==> config.mk <==
export PLATFORM = sky130hd
export DESIGN_NAME = scancode_to_ascii_fifo
export DESIGN_NICKNAME = d
export VERILOG_FILES = /design/src/sv/sc2a_pkg.sv /design/src/sv/scancode_to_ascii_fifo.sv /design/src/sv/sc2a_fifo.sv /design/src/sv/sc2a_front.sv /design/src/sv/sc2a_back.sv
export SDC_FILE = /design/constraint.sdc
export NUM_CORES = 1
export LEC_CHECK = 0
export ABC_AREA = 1
export BUFFER_PORTS_ARGS = -buffer_cell sky130_fd_sc_hd__buf_2
export CAP_MARGIN = 20
export CORE_ASPECT_RATIO = 2
export CORE_MARGIN = 1
export CORE_UTILIZATION = 50
export DETAILED_ROUTE_END_ITERATION = 10
export PLACE_DENSITY_LB_ADDON = 0.2
export SETUP_SLACK_MARGIN = 0.5
export SLEW_MARGIN = 20
export SYNTH_ARGS = -nofsm -noshare
export SYNTH_HDL_FRONTEND = slang
export SYNTH_HIERARCHICAL = 1
export SYNTH_SLANG_ARGS = --single-unit
==> constraint.sdc <==
create_clock -name i_clk -period 3.3 [get_ports i_clk]
set_input_delay 0.33 -clock i_clk [delete_from_list [all_inputs] [get_ports i_clk]]
set_output_delay 0.33 -clock i_clk [all_outputs]
set_load 0.05 [all_outputs]
==> src/sv/sc2a_pkg.sv <==
`default_nettype none
package sc2a_pkg;

    localparam logic       REL_BIT     = 1'b1;
    localparam logic [6:0] LSHIFT_CODE = 7'h2A;
    localparam logic [6:0] RSHIFT_CODE = 7'h36;
    localparam logic [6:0] CAPS_CODE   = 7'h3A;
    localparam logic [6:0] FILL_MAX    = 7'h7F;
    localparam logic [6:0] CASE_BIT    = 7'h20;

    localparam logic       REQ_SCAN    = 1'b0;
    localparam logic       REQ_READ    = 1'b1;

    localparam logic [0:0] REG_ENABLE  = 1'b0;

    typedef enum logic [1:0] {
        K_NOP,
        K_READ,
        K_PUSH
    } t_kind;

    typedef struct packed {
        t_kind      kind;
        logic [6:0] ch;
    } t_cmd;

    typedef struct packed {
        logic       read_valid;
        logic [6:0] char_out;
        logic       overflow_dropped;
        logic [6:0] fill_count;
    } t_res;

    // returns {shifted, plain}
    function automatic logic [13:0] key_rom(input logic [6:0] code);
        logic [13:0] r;
        case (code)
            7'd1:  r = {7'h1B, 7'h1B};
            7'd2:  r = {7'h21, 7'h31};
            7'd3:  r = {7'h40, 7'h32};
            7'd4:  r = {7'h23, 7'h33};
            7'd5:  r = {7'h24, 7'h34};
            7'd6:  r = {7'h25, 7'h35};
            7'd7:  r = {7'h5E, 7'h36};
            7'd8:  r = {7'h26, 7'h37};
            7'd9:  r = {7'h2A, 7'h38};
            7'd10: r = {7'h28, 7'h39};
            7'd11: r = {7'h29, 7'h30};
            7'd12: r = {7'h5F, 7'h2D};
            7'd13: r = {7'h2B, 7'h3D};
            7'd14: r = {7'h08, 7'h08};
            7'd15: r = {7'h09, 7'h09};
            7'd16: r = {7'h51, 7'h71};
            7'd17: r = {7'h57, 7'h77};
            7'd18: r = {7'h45, 7'h65};
            7'd19: r = {7'h52, 7'h72};
            7'd20: r = {7'h54, 7'h74};
            7'd21: r = {7'h59, 7'h79};
            7'd22: r = {7'h55, 7'h75};
            7'd23: r = {7'h49, 7'h69};
            7'd24: r = {7'h4F, 7'h6F};
            7'd25: r = {7'h50, 7'h70};
            7'd26: r = {7'h7B, 7'h5B};
            7'd27: r = {7'h7D, 7'h5D};
            7'd28: r = {7'h0A, 7'h0A};
            7'd30: r = {7'h41, 7'h61};
            7'd31: r = {7'h53, 7'h73};
            7'd32: r = {7'h44, 7'h64};
            7'd33: r = {7'h46, 7'h66};
            7'd34: r = {7'h47, 7'h67};
            7'd35: r = {7'h48, 7'h68};
            7'd36: r = {7'h4A, 7'h6A};
            7'd37: r = {7'h4B, 7'h6B};
            7'd38: r = {7'h4C, 7'h6C};
            7'd39: r = {7'h3A, 7'h3B};
            7'd40: r = {7'h22, 7'h27};
            7'd41: r = {7'h7E, 7'h60};
            7'd43: r = {7'h7C, 7'h5C};
            7'd44: r = {7'h5A, 7'h7A};
            7'd45: r = {7'h58, 7'h78};
            7'd46: r = {7'h43, 7'h63};
            7'd47: r = {7'h56, 7'h76};
            7'd48: r = {7'h42, 7'h62};
            7'd49: r = {7'h4E, 7'h6E};
            7'd50: r = {7'h4D, 7'h6D};
            7'd51: r = {7'h3C, 7'h2C};
            7'd52: r = {7'h3E, 7'h2E};
            7'd53: r = {7'h3F, 7'h2F};
            7'd55: r = {7'h2A, 7'h2A};
            7'd57: r = {7'h20, 7'h20};
            7'd72: r = {7'h37, 7'h37};
            7'd73: r = {7'h38, 7'h38};
            7'd74: r = {7'h39, 7'h39};
            7'd75: r = {7'h2D, 7'h2D};
            7'd76: r = {7'h34, 7'h34};
            7'd77: r = {7'h35, 7'h35};
            7'd78: r = {7'h36, 7'h36};
            7'd79: r = {7'h2B, 7'h2B};
            7'd80: r = {7'h31, 7'h31};
            7'd81: r = {7'h32, 7'h32};
            7'd82: r = {7'h33, 7'h33};
            7'd83: r = {7'h30, 7'h30};
            7'd84: r = {7'h2E, 7'h2E};
            default: r = 14'd0;
        endcase
        return r;
    endfunction

endpackage
`default_nettype wire

==> src/sv/scancode_to_ascii_fifo.sv <==
`default_nettype none
// A result is poppable once its item has passed the command queue, stage two of the
// back end and the result queue. Throughput: one item per cycle while full is low;
// each item makes at most one access to the character buffer. full rises only once
// the four-entry result queue backs up and the two-entry command queue between
// front and back fills behind it. Reset: synchronous active low; clears enable,
// flags, pointers and queues. The character buffer itself is not cleared.
module scancode_to_ascii_fifo
    import sc2a_pkg::*;
#(
    parameter int BUF_DEPTH = 128
) (
    input  wire logic        i_clk,
    input  wire logic        i_rst_n,
    input  wire logic        push,
    output logic             full,
    input  wire logic        i_req_type,
    input  wire logic [7:0]  i_scan_byte,
    output logic             empty,
    input  wire logic        pop,
    output logic             o_read_valid,
    output logic [6:0]       o_char_out,
    output logic             o_overflow_dropped,
    output logic [6:0]       o_fill_count,
    input  wire logic        psel,
    input  wire logic        penable,
    input  wire logic        pwrite,
    input  wire logic [2:0]  paddr,
    input  wire logic [31:0] pwdata,
    output logic [31:0]      prdata,
    output logic             pready
);

    localparam int CMD_DEPTH = 2;
    localparam int RES_DEPTH = 4;
    localparam int RCW       = $clog2(RES_DEPTH + 1);
    localparam int CCW       = $clog2(CMD_DEPTH + 1);

    logic           r_enable;
    logic           cfg_wr;
    logic           clr;

    logic           cmd_push, cmd_full, cmd_empty, cmd_pop;
    t_cmd           cmd_in, cmd_out;
    logic [CCW-1:0] cmd_count;

    logic           res_push;
    t_res           res_in, res_out;
    logic [RCW-1:0] res_count;
    logic           res_full;

    assign pready = 1'b1;
    assign cfg_wr = psel && penable && pwrite && (paddr[2] == REG_ENABLE);
    assign clr    = cfg_wr && pwdata[0] && !r_enable;
    assign prdata = (paddr[2] == REG_ENABLE) ? {31'd0, r_enable} : 32'd0;

    always_ff @(posedge i_clk) begin
        if (!i_rst_n) begin
            r_enable <= 1'b0;
        end else if (cfg_wr) begin
            r_enable <= pwdata[0];
        end
    end

    sc2a_front u_front (
        .i_clk       (i_clk),
        .i_rst_n     (i_rst_n),
        .i_enable    (r_enable),
        .i_clr       (clr),
        .i_push      (push),
        .i_req_type  (i_req_type),
        .i_scan_byte (i_scan_byte),
        .i_q_full    (cmd_full),
        .o_cmd_push  (cmd_push),
        .o_cmd       (cmd_in)
    );

    assign full = cmd_full;

    sc2a_fifo #(
        .WIDTH ($bits(t_cmd)),
        .DEPTH (CMD_DEPTH)
    ) u_cmd_q (
        .i_clk   (i_clk),
        .i_rst_n (i_rst_n),
        .i_push  (cmd_push),
        .i_data  (cmd_in),
        .o_full  (cmd_full),
        .o_empty (cmd_empty),
        .o_data  (cmd_out),
        .i_pop   (cmd_pop),
        .o_count (cmd_count)
    );

    sc2a_back #(
        .BUF_DEPTH (BUF_DEPTH),
        .RES_DEPTH (RES_DEPTH)
    ) u_back (
        .i_clk       (i_clk),
        .i_rst_n     (i_rst_n),
        .i_clr       (clr),
        .i_cmd_valid (!cmd_empty && (cmd_count != '0)),
        .i_cmd       (cmd_out),
        .o_cmd_pop   (cmd_pop),
        .i_res_count (res_count),
        .o_res_push  (res_push),
        .o_res       (res_in)
    );

    sc2a_fifo #(
        .WIDTH ($bits(t_res)),
        .DEPTH (RES_DEPTH)
    ) u_res_q (
        .i_clk   (i_clk),
        .i_rst_n (i_rst_n),
        .i_push  (res_push && !res_full),
        .i_data  (res_in),
        .o_full  (res_full),
        .o_empty (empty),
        .o_data  (res_out),
        .i_pop   (pop),
        .o_count (res_count)
    );

    assign o_read_valid       = res_out.read_valid;
    assign o_char_out         = res_out.char_out;
    assign o_overflow_dropped = res_out.overflow_dropped;
    assign o_fill_count       = res_out.fill_count;

endmodule
`default_nettype wire

==> src/sv/sc2a_fifo.sv <==
`default_nettype none
module sc2a_fifo #(
    parameter int WIDTH = 16,
    parameter int DEPTH = 4
) (
    input  wire logic                       i_clk,
    input  wire logic                       i_rst_n,
    input  wire logic                       i_push,
    input  wire logic [WIDTH-1:0]           i_data,
    output logic                            o_full,
    output logic                            o_empty,
    output logic [WIDTH-1:0]                o_data,
    input  wire logic                       i_pop,
    output logic [$clog2(DEPTH+1)-1:0]      o_count
);

    localparam int AW = $clog2(DEPTH);
    localparam int CW = $clog2(DEPTH + 1);
    localparam logic [AW-1:0] LAST = AW'(DEPTH - 1);

    logic [WIDTH-1:0] r_mem [DEPTH];
    logic [AW-1:0]    r_wr, n_wr;
    logic [AW-1:0]    r_rd, n_rd;
    logic [CW-1:0]    r_cnt, n_cnt;
    logic             do_push, do_pop;

    assign o_full  = (r_cnt == CW'(DEPTH));
    assign o_empty = (r_cnt == '0);
    assign o_data  = r_mem[r_rd];
    assign o_count = r_cnt;

    assign do_push = i_push && !o_full;
    assign do_pop  = i_pop && !o_empty;

    always_comb begin
        n_wr  = r_wr;
        n_rd  = r_rd;
        n_cnt = r_cnt;
        if (do_push) begin
            n_wr = (r_wr == LAST) ? '0 : r_wr + 1'b1;
        end
        if (do_pop) begin
            n_rd = (r_rd == LAST) ? '0 : r_rd + 1'b1;
        end
        if (do_push && !do_pop) begin
            n_cnt = r_cnt + 1'b1;
        end else if (do_pop && !do_push) begin
            n_cnt = r_cnt - 1'b1;
        end
    end

    always_ff @(posedge i_clk) begin
        if (!i_rst_n) begin
            r_wr  <= '0;
            r_rd  <= '0;
            r_cnt <= '0;
        end else begin
            r_wr  <= n_wr;
            r_rd  <= n_rd;
            r_cnt <= n_cnt;
        end
    end

    always_ff @(posedge i_clk) begin
        if (do_push) begin
            r_mem[r_wr] <= i_data;
        end
    end

endmodule
`default_nettype wire

==> src/sv/sc2a_front.sv <==
`default_nettype none
module sc2a_front
    import sc2a_pkg::*;
(
    input  wire logic       i_clk,
    input  wire logic       i_rst_n,
    input  wire logic       i_enable,
    input  wire logic       i_clr,
    input  wire logic       i_push,
    input  wire logic       i_req_type,
    input  wire logic [7:0] i_scan_byte,
    input  wire logic       i_q_full,
    output logic            o_cmd_push,
    output t_cmd            o_cmd
);

    logic        r_shift, n_shift;
    logic        r_caps, n_caps;
    logic        accept;
    logic        rel;
    logic [6:0]  code;
    logic [13:0] rom;
    logic [6:0]  ch;

    assign accept = i_push && !i_q_full;
    assign rel    = (i_scan_byte[7] == REL_BIT);
    assign code   = i_scan_byte[6:0];
    assign rom    = key_rom(code);

    always_comb begin
        ch = r_shift ? rom[13:7] : rom[6:0];
        if (r_caps && (ch inside {[7'h61:7'h7A], [7'h41:7'h5A]})) begin
            ch = ch ^ CASE_BIT;
        end
    end

    always_comb begin
        n_shift   = r_shift;
        n_caps    = r_caps;
        o_cmd     = '{kind: K_NOP, ch: 7'd0};
        if (!i_enable) begin
            o_cmd.kind = K_NOP;
        end else if (i_req_type == REQ_READ) begin
            o_cmd.kind = K_READ;
        end else if (code == LSHIFT_CODE || code == RSHIFT_CODE) begin
            n_shift = !rel;
        end else if (!rel && code == CAPS_CODE) begin
            n_caps = !r_caps;
        end else if (!rel && ch != 7'd0) begin
            o_cmd.kind = K_PUSH;
            o_cmd.ch   = ch;
        end
    end

    assign o_cmd_push = accept;

    always_ff @(posedge i_clk) begin
        if (!i_rst_n || i_clr) begin
            r_shift <= 1'b0;
            r_caps  <= 1'b0;
        end else if (accept) begin
            r_shift <= n_shift;
            r_caps  <= n_caps;
        end
    end

endmodule
`default_nettype wire

==> src/sv/sc2a_back.sv <==
`default_nettype none
module sc2a_back
    import sc2a_pkg::*;
#(
    parameter int BUF_DEPTH = 128,
    parameter int RES_DEPTH = 4
) (
    input  wire logic                          i_clk,
    input  wire logic                          i_rst_n,
    input  wire logic                          i_clr,
    input  wire logic                          i_cmd_valid,
    input  wire t_cmd                          i_cmd,
    output logic                               o_cmd_pop,
    input  wire logic [$clog2(RES_DEPTH+1)-1:0] i_res_count,
    output logic                               o_res_push,
    output t_res                               o_res
);

    localparam int PTR_W = $clog2(BUF_DEPTH);
    localparam int FW    = (PTR_W + 1 > 7) ? PTR_W + 1 : 7;
    localparam int CW    = $clog2(RES_DEPTH + 1);
    localparam logic [PTR_W-1:0] LAST = PTR_W'(BUF_DEPTH - 1);

    logic [6:0]       r_mem [BUF_DEPTH];
    logic [PTR_W-1:0] r_wp, n_wp, wp_nx;
    logic [PTR_W-1:0] r_rp, n_rp, rp_nx;
    logic [6:0]       r_rd_data;
    logic             r_s2_valid;
    logic             r_s2_rv, n_rv;
    logic             r_s2_drop, n_drop;
    logic [6:0]       r_s2_fill, n_fill;
    logic [FW-1:0]    wpe, rpe, fill;
    logic             pop;

    // leave room in the result queue for the item already in stage two
    assign pop = i_cmd_valid &&
                 (({1'b0, i_res_count} + (CW+1)'(r_s2_valid)) < (CW+1)'(RES_DEPTH));
    assign o_cmd_pop = pop;

    assign wp_nx = (r_wp == LAST) ? '0 : r_wp + 1'b1;
    assign rp_nx = (r_rp == LAST) ? '0 : r_rp + 1'b1;

    always_comb begin
        n_wp   = r_wp;
        n_rp   = r_rp;
        n_rv   = 1'b0;
        n_drop = 1'b0;
        if (pop) begin
            case (i_cmd.kind)
                K_READ: begin
                    if (r_wp != r_rp) begin
                        n_rv = 1'b1;
                        n_rp = rp_nx;
                    end
                end
                K_PUSH: begin
                    // full: drop the oldest item
                    if (wp_nx == r_rp) begin
                        n_rp   = rp_nx;
                        n_drop = 1'b1;
                    end
                    n_wp = wp_nx;
                end
                default: begin
                end
            endcase
        end
    end

    always_comb begin
        wpe  = FW'(n_wp);
        rpe  = FW'(n_rp);
        fill = (wpe >= rpe) ? wpe - rpe : wpe + FW'(BUF_DEPTH) - rpe;
        n_fill = (fill > FW'(FILL_MAX)) ? FILL_MAX : fill[6:0];
    end

    always_ff @(posedge i_clk) begin
        if (!i_rst_n || i_clr) begin
            r_wp <= '0;
            r_rp <= '0;
        end else begin
            r_wp <= n_wp;
            r_rp <= n_rp;
        end
    end

    always_ff @(posedge i_clk) begin
        if (!i_rst_n) begin
            r_s2_valid <= 1'b0;
        end else begin
            r_s2_valid <= pop;
        end
    end

    always_ff @(posedge i_clk) begin
        r_s2_rv   <= n_rv;
        r_s2_drop <= n_drop;
        r_s2_fill <= n_fill;
    end

    always_ff @(posedge i_clk) begin
        if (pop && i_cmd.kind == K_PUSH) begin
            r_mem[r_wp] <= i_cmd.ch;
        end
        if (pop && i_cmd.kind == K_READ) begin
            r_rd_data <= r_mem[r_rp];
        end
    end

    assign o_res_push = r_s2_valid;
    always_comb begin
        o_res.read_valid       = r_s2_rv;
        o_res.char_out         = r_s2_rv ? r_rd_data : 7'd0;
        o_res.overflow_dropped = r_s2_drop;
        o_res.fill_count       = r_s2_fill;
    end

endmodule
`default_nettype wire
Word-level counts from Yosys, hierarchy flattened:

Memory sizes are Yosys's and may differ from the RTL's. A register that Yosys moved wholly into a read port is not among the register bits.
Cells that the tools add are included.
Widths: inputs -> output; s select.

* bitwise logic cells: 4
* add/subtract/negate cells: 14
* order comparisons: 7
* muxes and demuxes: 40
* reduce and logical (&&, ||, !) cells: 49
* equality and inequality tests: 13

Operators by type and width (number)
* $mux 7: 11
* $mux 9: 3
* $logic_and 1x1->1: 24
* $eq 7x6->1 const B: 3
* $mux 2: 8
* $add 7x1->7 const B: 2
* $eq 7x7->1 const B: 2
* $ge 7x7->1 const B: 2
* $le 7x7->1 const B: 2
* $pmux 7 s2: 1
* $mux 1: 13
* $logic_not 1->1: 12
* $add 7x8->8 const B: 1
* $eq 2x2->1 const B: 4
* $gt 8x7->1 const B: 1
* $mux 8: 1
* $reduce_bool 2->1: 4
* $sub 7x7->8: 1
* $sub 8x7->8: 1
* $eq 7x7->1: 1
* $ge 7x7->1: 1
* $ne 7x7->1: 1
* $reduce_bool 7->1: 1
* $add 2x1->2 const B: 3
* 17 further kinds: 24

* bits in writable memories: 978
* register bits: 38
* word-level logic and storage cells: 146
* memories kept: 4
* input port bits: 51
* memory bits (read-only): 1792

Memory list
* (no name shown): words 128, bits a word 14, read ports 1, clocked after Yosys merged registers in 0, wr ports 0, line sc2a_pkg.sv:37 `case (code)`
* u_back.r_mem: words 128, bits a word 7, read ports 1, clocked after Yosys merged registers in 1, wr ports 1, line sc2a_back.sv:24 `logic [6:0] r_mem [BUF_DEPTH];`
* u_res_q.r_mem: words 4, bits a word 16, read ports 1, clocked after Yosys merged registers in 1, wr ports 1, line sc2a_fifo.sv:21 `logic [WIDTH-1:0] r_mem [DEPTH];`
* u_cmd_q.r_mem: words 2, bits a word 9, read ports 1, clocked after Yosys merged registers in 1, wr ports 1, line sc2a_fifo.sv:21

Depth between registers and ports, before layout:

An unclocked memory read counts as a cell.

* depth after elaboration: 14
* depth in mapped cells: 25

Cells and area by module:

The synthesis kept the hierarchy.

Modules (own cells, without submodules)
* sc2a_back: cells an instance 3182, area each 38080.3 um^2, instances 1
* sc2a_fifo (u_res_q): cells an instance 226, area each 2855.2 um^2, instances 1
* sc2a_front: cells an instance 303, area each 1524.0 um^2, instances 1
* sc2a_fifo (u_cmd_q): cells an instance 66, area each 894.6 um^2, instances 1
* scancode_to_ascii_fifo: cells an instance 51, area each 346.6 um^2, instances 1

Worst setup path after synthesis:

OpenSTA, ideal clock, no wires.

* path kind: register to register
* start point: register with a tool-made name
* end point: register u_back.r_s2_fill[5]
* path buffers: 3
* setup time: 129 ps
* data arrival time: 3153 ps
* stages on the path, launching flop included: 20
* path slack: 18 ps
* required time: 3171 ps
* clock period less this slack: 3282 ps
* path through: dfxtp_1 > buf_2 > mux2_2 > inv_1 > ha_1 > or2_2 > clkbuf_1 > clkbuf_1 > nand2_1 > nand2_1 > inv_1 > ha_1 > inv_1 > fa_1 > nand2_1 > nand2_1 > nand3_1 > o211ai_1 > xor2_1 > nand2_1

RTL lines
* end signal: assignment: line sc2a_back.sv:98 `r_s2_fill <= n_fill;`
* end: declaration: line sc2a_back.sv:31 `logic [6:0] r_s2_fill, n_fill;`

Worst setup path after layout:

* start point: register u_back.r_wp[1]
* end point: register u_back.r_s2_fill[0]

* cells in the longest elaborated chain, start to end: 9
* elaborated cells on any way between the ends: 17
* classes of those cells: add/sub (4); order compare (2); eq/ne (3); mux (8)

Ends and longest elaborated chain
* start: declaration: line sc2a_back.sv:25 `logic [PTR_W-1:0] r_wp, n_wp, wp_nx;`
* start signal: assignment: line sc2a_back.sv:82 `r_wp <= n_wp;`
* $add 7x1->7 or $eq 7x7->1 (tied branches): line sc2a_back.sv:40 `assign wp_nx = (r_wp == LAST) ? '0 : r_wp + 1'b1;`
* $mux 7: line sc2a_back.sv:40
* $eq 7x7->1: line sc2a_back.sv:58 `if (wp_nx == r_rp) begin`
* $mux 7: line sc2a_back.sv:58
* $pmux 7 s2 *: line sc2a_back.sv:49 `case (i_cmd.kind)`
* $mux 7 *: line sc2a_back.sv:48 `if (pop) begin`
* net u_back.n_rp[0]: line sc2a_back.sv:26 `logic [PTR_W-1:0] r_rp, n_rp, rp_nx;`
* $sub 8x7->8 (tied with other cells): line sc2a_back.sv:73 `fill = (wpe >= rpe) ? wpe - rpe : wpe + FW'(BUF_DEPTH) - rpe;`
* $mux 8 *: line sc2a_back.sv:73
* $gt 8x7->1: line sc2a_back.sv:74 `n_fill = (fill > FW'(FILL_MAX)) ? FILL_MAX : fill[6:0];`

Mark *: on every way through the listed nets, which the timed path passes. The rest lies on a longest branch.
A chain may end at the register's enable or synchronous reset.

==> flow_metrics.env <==
export IMPL_status="finished, final reports clean"
export IMPL_pin_count=102
export IMPL_track_usage=0.268
export IMPL_critPathMaxFanout=4
export IMPL_ys_seq_elements=1026
export IMPL_synth_top_area_frac=0.677
export IMPL_yosysTopAreaCell="edfxtp_1"
export IMPL_htreeDepth=3
export IMPL_synthCells=3828
export IMPL_synthTopCellsByCount="985 x edfxtp_1, 714 x nor2_1, 464 x o21ai_0"
export IMPL_synth_seq_area_share=0.696
export IMPL_n_fill_cell=7201
export IMPL_cts_clk_slew_worst_paths_ns=0.07
export IMPL_hp_class="input pin to register"
export IMPL_hold_viol_final=0
export IMPL_vias=29887
export IMPL_drt_antenna_violating_nets=0
export IMPL_power_density_mw_per_mm2=801
export IMPL_dieWidth_um=211
export IMPL_die_area_sq_mm=0.0887
export IMPL_path_class="register to register"
export IMPL_use_met2=0.498
export IMPL_slew_violations=0
export IMPL_grt_pass1_vias=29004
export IMPL_fmax_mhz=325
export IMPL_antenna_cells=0
export IMPL_netlist_area_sq_mm=0.0437
export IMPL_clk_root_buffer_cell="clkbuf_16"
export IMPL_area_growth_pct=13.4
export IMPL_synth_edf_count=985
export IMPL_vdd_ir_drop_max_v=0.000583
export IMPL_drive_above_1_share=0.142
export IMPL_tritoncts="built"
export IMPL_critPathRequiredTime_ns=3.84
export IMPL_grt_antenna_before_repair=0
export IMPL_synth_most_common_cell="edfxtp_1"
export IMPL_synth_async_reset_ratio=0
export IMPL_fin_nets=4052
export IMPL_clock_skew_ns=0.0263
export IMPL_grt_max_degree=151
export IMPL_slew_headroom=0.306
export IMPL_cts_made_buffers=83
export IMPL_place_hpwl_um=76900
export IMPL_io_buffers=36
export IMPL_dr_first_iter_drc_count=2479
export IMPL_grt_setup_unrepaired="true"
export IMPL_grt_ovfl_total=0
export IMPL_design_core_area_sq_mm=0.0867
export IMPL_multi_input_area_sq_mm=0.0119
export IMPL_min_from="i_rst_n"
export IMPL_post_route_util=0.571
export IMPL_clock_latency_ns=0.66
export IMPL_yosys_warnings=6
export IMPL_drv_cap=0
export IMPL_rows=153
export IMPL_post_drt_wl_per_cell_um=22.8
export IMPL_grt_pass1_wl_um=176000
export IMPL_die_y_um=420
export IMPL_viasPerCell=5.75
export IMPL_tightest_slew_ns=1.04
export IMPL_drc=0
export IMPL_synth_area_leaders="edfxtp_1 68%, nor2_1 6.1%, o21ai_0 5.3%"
export IMPL_r2r_end="u_back/r_s2_fill[0]"
export IMPL_end_kind="register"
export IMPL_rrSetupSlack_ns=0.22
export IMPL_arrival_ns=3.62
export IMPL_seqCellArea_sq_mm=0.0304
export IMPL_worstSetupStartpointType="register"
export IMPL_layout_min_cycle_time_ns=3.08
export IMPL_finalWeightedCongestion=0.940
export IMPL_busiest_layer="met2"
export IMPL_finalCritPeriodShare=0.933
export IMPL_synth_cell_types=48
export IMPL_firstDrtPassIters=5
export IMPL_p_total_mw=39.7
export IMPL_clock_sinks=1026
export IMPL_wirelength_um=119000
export IMPL_reg2reg_from="u_back/r_wp[1]"
export IMPL_worstHoldEndpoint="u_res_q/r_wr[1]"
export IMPL_initial_utilization=0.504
export IMPL_met3_usage=0.0316
export IMPL_synth_flop_cell="edfxtp_1"
export IMPL_worst_r2r_path_depth=25
export IMPL_power_leakage_nw=17.4
export IMPL_setup_violations=0
export IMPL_holdPathStages=3
export IMPL_syn_avg_cell_area_sq_um=11.4
export IMPL_cts_path_max_buffers=3
export IMPL_use_met1=0.289
export IMPL_setup_tns_ns=0
==> repair_timing <==
action,CTS,global route
gates resized for setup,36,56
hold buffers,4,0
setup endpoints to repair,124,381
pin swaps,10,12
setup buffers,7,7
endpoints found under the hold margin,5,0
cloned,1,0
==> worst max-delay path by stage <==
stage	start	end	slack, ns	cells past startpoint
4_1_cts	u_back/r_wp[1]	u_back/r_s2_fill[3]	0.34	25
2_1_floorplan	register	u_back/r_s2_fill[0]	0.34	19
5_1_grt	u_back/r_wp[1]	u_back/r_s2_fill[3]	0.08	25
3_3_place_gp	u_back/r_wp[0]	u_back/r_s2_fill[0]	0.13	21
3_5_place_dp	u_back/r_wp[0]	u_back/r_s2_fill[3]	0.11	23
6_report	u_back/r_wp[1]	u_back/r_s2_fill[0]	0.22	25
==> power breakdown <==
part,internal [mW],switching (mW)
registers,15.7,0.276
clock network,5.82,4.54
logic,3.99,9.39
==> worst max-delay path: stages, from the launching register on <==
cell      delay, ns
dfxtp_2        0.37
buf_6          0.13
nand2_4        0.05
nor2_4         0.15
nand2_2        0.10
nand2_2        0.10
nand3_4        0.07
nand2_2        0.06
nand2_2        0.07
nor2_4         0.16
nand2_4        0.08
nand2_2        0.07
nand3_2        0.05
nand2_1        0.07
nand2_1        0.06
inv_1          0.06
ha_2           0.16
inv_2          0.05
fa_2           0.40
nand2_2        0.09
nand2_4        0.06
nand3_2        0.05
o211ai_1       0.13
xor2_2         0.19
buf_4          0.15
nand2_1        0.05
==> stage by stage <==
| step | hold slack (ns) | cell area, sq um | setup WS [ns] | cells |
|---|---|---|---|---|
| after floorplan | 0.419 | 43900 | 0.343 | 3858 |
| after global placement | 0.475 | 46200 | 0.130 | 5027 |
| after detailed placement | 0.498 | 46200 | 0.112 | 5027 |
| after CTS | 0.0144 | 49300 | 0.339 | 5192 |
| after global routing | 0.0583 | 49500 | 0.0756 | 5199 |
| final | 0.0486 | 49500 | 0.222 | 5199 |
==> logic make-up after synthesis <==
kind of cell / synth area share
AOI/OAI and AO/OA: 0.101
xor gates and xnor gates: 0.00318
adders and majority gates: 0.00951
buffers and inverters: 0.0421
DFF: 0.696
muxes: 0.00232
other: 0.000172
and+or+nand+nor: 0.146
==> cells in the final DEF, fill, tap and decap left out, types with 28 or more instances in the layout <==
cell,instances
edfxtp_1,985
nor2_1,697
o21ai_0,463
nand2_1,434
nand3_1,285
o22ai_1,241
buf_4,230
inv_1,94
clkbuf_16,84
o21ai_1,49
buf_2,36
nand2_2,35
a21oi_1,34
conb_1,32
dfxtp_1,28
==> state kept, by name, summed over array words and instances (netlist names), 3 cells and up, named ones only <==
register,cells
u_back/r_wp,7
u_back/r_rp,7
u_res_q/r_mem,64
u_back/r_rd_data,7
u_res_q/o_count,3
u_back/r_mem,896
u_cmd_q/r_mem,18
u_back/r_s2_fill,7
==> cell type report <==
class	count	area share
Clock buffer	101	0.0445
Sequential cell	1026	0.614
Multi-Input combinational cell	2436	0.240
Inverter	129	0.0103
Tap cell	1162	0.0293
Clock inverter	52	0.0127
Timing Repair Buffer	293	0.0483
==> metal layers <==
| metal | share of wire | vias up |
|---|---|---|
| li1 | - | 13891 |
| met1 | 0.35 | 14728 |
| met2 | 0.54 | 980 |
| met3 | 0.050 | 288 |
| met4 | 0.060 | 0 |
| met5 | 0 | - |
No activity file was read; power rests on OpenSTA's default activity.
